==> src/design/baro_pressure_temp_compensation_core_defines.svh <==
// Assertion macros used by the compensation core top level.
`ifndef BARO_PRESSURE_TEMP_COMPENSATION_CORE_DEFINES_SVH
`define BARO_PRESSURE_TEMP_COMPENSATION_CORE_DEFINES_SVH

// Same-cycle implication, sampled on clk, off during reset.
`define BPTC_ASSERT_IMP(lbl, ante, cons, msg) \
	lbl: assert property (@(posedge clk) disable iff (!arst_n) (ante) |-> (cons)) \
		else $error(msg);

// Next-cycle implication, sampled on clk, off during reset.
`define BPTC_ASSERT_NXT(lbl, ante, cons, msg) \
	lbl: assert property (@(posedge clk) disable iff (!arst_n) (ante) |=> (cons)) \
		else $error(msg);

`endif

==> src/design/bptc_pkg.sv <==
// Shared types and constants of the barometric compensation core.
package bptc_pkg;

	localparam int NUM_STAGES = 11;

	localparam logic [2:0] REG_SENS_COEFF    = 3'd0;
	localparam logic [2:0] REG_OFFSET_COEFF  = 3'd1;
	localparam logic [2:0] REG_SENS_TEMPCO   = 3'd2;
	localparam logic [2:0] REG_OFFSET_TEMPCO = 3'd3;
	localparam logic [2:0] REG_REF_TEMP      = 3'd4;
	localparam logic [2:0] REG_TEMP_SLOPE    = 3'd5;

	localparam logic signed [18:0] TEMP_REF  = 19'sd2000;
	localparam logic signed [18:0] TEMP_COLD = -19'sd1500;
	localparam logic signed [18:0] COLD_OFS  = TEMP_REF - TEMP_COLD;

	localparam logic [13:0] ALT_BASE_M = 14'd10351;
	localparam logic [28:0] ALT_SLOPE  = 29'd439804651;

	localparam int TEMP_SHIFT = 23;
	localparam int PROD_SHIFT = 21;
	localparam int PRES_SHIFT = 15;

	typedef struct packed {
		logic [NUM_STAGES-1:0] en;
		logic [NUM_STAGES-1:0] vld;
	} pipe_ctrl_t;

endpackage

==> src/design/bptc_pipe_ctrl.sv <==
// Valid and stage-enable chain of the compensation pipeline, with bubble collapse.
module bptc_pipe_ctrl (
	input  logic                 clk,
	input  logic                 arst_n,
	input  logic                 in_valid,
	input  logic                 out_ready,
	output bptc_pkg::pipe_ctrl_t ctl
);

	localparam int Last = bptc_pkg::NUM_STAGES - 1;

	logic [bptc_pkg::NUM_STAGES-1:0] vld_q;
	logic [bptc_pkg::NUM_STAGES-1:0] en;

	always_comb begin
		en[Last] = !vld_q[Last] || out_ready;
		for (int k = Last - 1; k >= 0; k--) begin
			en[k] = !vld_q[k] || en[k+1];
		end
	end

	always_ff @(posedge clk or negedge arst_n) begin
		if (!arst_n) begin
			vld_q <= '0;
		end else begin
			if (en[0]) begin
				vld_q[0] <= in_valid;
			end
			for (int k = 1; k <= Last; k++) begin
				if (en[k]) begin
					vld_q[k] <= vld_q[k-1];
				end
			end
		end
	end

	assign ctl.en  = en;
	assign ctl.vld = vld_q;

endmodule

==> config.mk <==
export PLATFORM = sky130hd
export DESIGN_NAME = bptc_pipe_ctrl
export DESIGN_NICKNAME = d
export VERILOG_FILES = /design/src/design/baro_pressure_temp_compensation_core_defines.svh /design/src/design/bptc_pkg.sv /design/src/design/bptc_pipe_ctrl.sv
export SDC_FILE = /design/constraint.sdc
export NUM_CORES = 1
export LEC_CHECK = 0
export BUFFER_PORTS_ARGS = -buffer_cell sky130_fd_sc_hd__buf_2
export CAP_MARGIN = 20
export CORE_AREA = 3 3 40 42
export CTS_CLUSTER_DIAMETER = 50
export DETAILED_ROUTE_END_ITERATION = 10
export DIE_AREA = 0 0 43 45
export PLACE_DENSITY = 0.68
export SLEW_MARGIN = 10
export SYNTH_ARGS = -nofsm -noshare
export SYNTH_HDL_FRONTEND = slang
export SYNTH_SLANG_ARGS = --single-unit
==> constraint.sdc <==
create_clock -name clk -period 3.75 [get_ports clk]
set_clock_uncertainty 0.15 [all_clocks]
set_input_delay 0.5625 -clock clk [delete_from_list [all_inputs] [get_ports clk]]
set_output_delay 0.5625 -clock clk [all_outputs]
set_load 0.03 [all_outputs]
==> results.txt <==
The run finished with clean final reports. The total length of routed met2 wires came out at 484 µm. The final global-route overflow total came out at 0. The final setup violation count came out at 0. Static timing analysis puts the maximum clock frequency at 0.422 GHz.

The gate count of the mapped netlist is 40. The via count came out at 411. The final count of hold timing violations is 0. The die covers 0.00194 mm².

The synthesized area per cell came out at 12.3 µm². The via count of the first global-routing pass came out at 400. For the worst setup path, the data arrival time is 1.66 ns.

The leakage power total is 0.286 nW. The antenna violation net count after detailed routing is 0. The portion of the post-synthesis area used by sequential elements is 56.0%.

The largest net degree at the start of global routing came out at 19. The total of max-cap violations is 0. The number of setup buffers added after CTS is 0. Once detailed placement completed, the half-perimeter wirelength came to 762 µm. The share of cells above drive strength 1 came out at 46.3%. The worst setup slack after layout is between 1 and 1.5 ns. The post-CTS clock slew at the launch and capture registers of the worst setup and hold paths came out at around 0.070 ns.

The shortest period the worst path allows is about 2.4 ns. After routing, the total negative slack on setup checks comes to 0 ns. The critical path goes through buf_2 -> and4b_1 -> nand4_1 -> buf_2. Yosys printed 0 warnings. The number of primary I/O pins came out at 26.

For hold timing, the worst endpoint is vld_q[0]$_DFFE_PN0P_. At the pin with the least slew margin, the transition time is between 0.5 and 0.6 ns. The peak supply drop came out at ~0.00027 V. The core outline area came out at 0.00128 mm².

The first-pass iteration count of the detailed router came out at 2. The kind of start point of the critical path is an input port. For this design the ratio of total power to cell area is ~600 mW/mm². After detailed routing, the number of remaining DRC violations is 0. Cells fill 49.7% of the core in the end. The CTS buffer count is 3.

The netlist uses 18 different library cells. The register with the highest flop count is vld_q. The post-synthesis net count came out at 44.

The flip-flop count of the largest register after layout is 11. The width of the die came out at 43 µm. The wire length of the first global-routing pass is around 1600 µm. The worst reg-to-reg path cell count is 2. The cell that appears most often on the critical path is buf_2.

The routed length per instance is 12.6 µm. In this run the tool buffered the top-level ports with 25 buffer cells. The worst hold path depth is 2. The final weighted congestion of routability-driven global placement came out at 0.719. Once the floorplan was initialized, standard cells occupied 38.3% of the core. The data required time of the critical path is 3.04 ns.

The wire length on met1 is about 460 µm. In this run the clock root is driven by a clkbuf_4. The number of antenna diodes in the final layout is 0. The largest single stage delay on the critical path is 0.60 ns. The height of the die came out at around 45 µm. The part of the cycle the worst path needs came out at 63.2%.

In this run the critical register-to-register path is captured at vld_q[5]$_DFFE_PN0P_. The startpoint identified for the worst hold timing path is in_valid. The floorplan row count is 13. The normalized max-slew margin is 62.9%. The tightest hold path in the finished design has a slack of approximately 0.33 ns. The worst setup path category is in -> out. In this run the critical register-to-register path is launched from vld_q[9]$_DFFE_PN0P_. The initial antenna violation count came out at 0. The area growth from synthesis to layout is 29.8%. The post-synthesis instance area is 492 µm². The worst slack at placement came out at 1.43 ns. TritonCTS built the clock tree. The starting DRC count in detailed routing came out at 2. The area of all placed cells without fillers came out at 638 µm². The largest individual stage delay along the critical path comes from the cell and4b_1. The number of max-slew violations in the final report is 0.

The clock reaches the later pin of the worst-skew pair after roughly 0.27 ns. The largest registers in the layout are vld_q x11. Wire segments on met3 add up to 69 µm in the final route.

The detailed-route vias per instance is 5.01. STA classifies the critical path endpoint as an output pin. The number of flip-flops and latches in the synthesized netlist is 11. The topmost layer with routed signal wires is met4.

The level count of the clock H-tree is 1. The routed design has between 1000 and 1500 µm of wire. The cell area after placement is 602 µm².

The overall global routing resource usage came out at 12.0%. The clock net in this run drives a total of 11 sinks. For this run, the post-layout net count is just over 70. The clock passes through at most 2 buffers. The slack of the worst reg-to-reg path came out at ~2.3 ns. The maximum fanout along the worst path is 18.

The worst hold path belongs to the class in -> reg. Setup repair after global routing left no endpoint under its margin.
[cells by family after synthesis]
family,Yosys count,synth area share (%)
flops,11,56.0
buf+inv,4,7.63
simple gates,17,21.6
compound gates,8,14.8
[worst max-delay path: cells and delay by family]
family / cells / cell delay [ns]
simple gates: 2 / 0.77
buf+inv: 2 / 0.32
[cells in the final DEF, fill, tap and decap left out, drive strengths merged]
cell type and count:
nand3b 1, nand3 4, or2 1, clkbuf 4, a41o 2, dlygate4sd3 1
dfrtp 11, buf 25, and4b 1, nand2b 3, a31o 4, a21o 2
nand2 2, inv 1, and4 2, and2 1, nand4 2
[layer usage]
| metal | GRT usage [%] | vias up |
|---|---|---|
| li1 | - | 203 |
| met1 | 14.1 | 194 |
| met2 | 17.7 | 12 |
| met3 | 2.39 | 2 |
| met4 | 12.7 | 0 |
| met5 | 0 | - |
[final cells by class]
type / instances / area [µm²]
well taps: 15 / 18.8
multi-input cells: 25 / 179
clock buffers: 4 / 26.3
inverters: 1 / 3.75
repair buffers: 26 / 135
flip-flops and latches: 11 / 275
fillers: 132 / 647
[worst max path at each step]
stage                   start       to  slack [ns]
floorplan           out_ready  ctl[16]        1.68
global placement    out_ready  ctl[12]        1.43
detailed placement  out_ready  ctl[12]        1.43
CTS                 out_ready  ctl[12]        1.42
global route        out_ready  ctl[17]        1.34
finish              out_ready  ctl[12]        1.38
[where the power goes]
group          switching [mW]  internal (mW)  total [mW]
logic                   0.109         0.0448       0.154
clock network          0.0394         0.0411      0.0805
registers              0.0213          0.137       0.158
[what timing repair did]
item	in CTS	in global routing
endpoints found under the hold margin	11	0
setup endpoints to repair	0	0
resized for setup	0	0
hold buffers	1	0
[cells in the mapped netlist]
| cell | number | share of area [%] |
|---|---|---|
| a31o_2 | 1 | 1.8 |
| a31o_1 | 3 | 5.3 |
| nand2b_1 | 3 | 3.8 |
| inv_1 | 1 | 0.76 |
| nand4_1 | 2 | 2.5 |
| and2_1 | 1 | 1.3 |
| and4b_1 | 1 | 2.0 |
| and4_1 | 2 | 3.6 |
| nand3_1 | 4 | 4.1 |
| dfrtp_1 | 11 | 56 |
| a41o_2 | 1 | 2.3 |
| nand3b_1 | 1 | 1.5 |
| or2_1 | 1 | 1.3 |
| a41o_1 | 1 | 2.0 |
| a21o_2 | 1 | 1.8 |
| buf_6 | 3 | 6.9 |
| nand2_1 | 2 | 1.5 |
| a21o_1 | 1 | 1.5 |
[stage by stage]
stage               total power [mW]  std cells
floorplan                      0.284         40
global placement               0.313         77
detailed placement             0.315         77
CTS                            0.398         82
global route                   0.415         82
finish                         0.392         82
(Power assumes the default switching activity.)
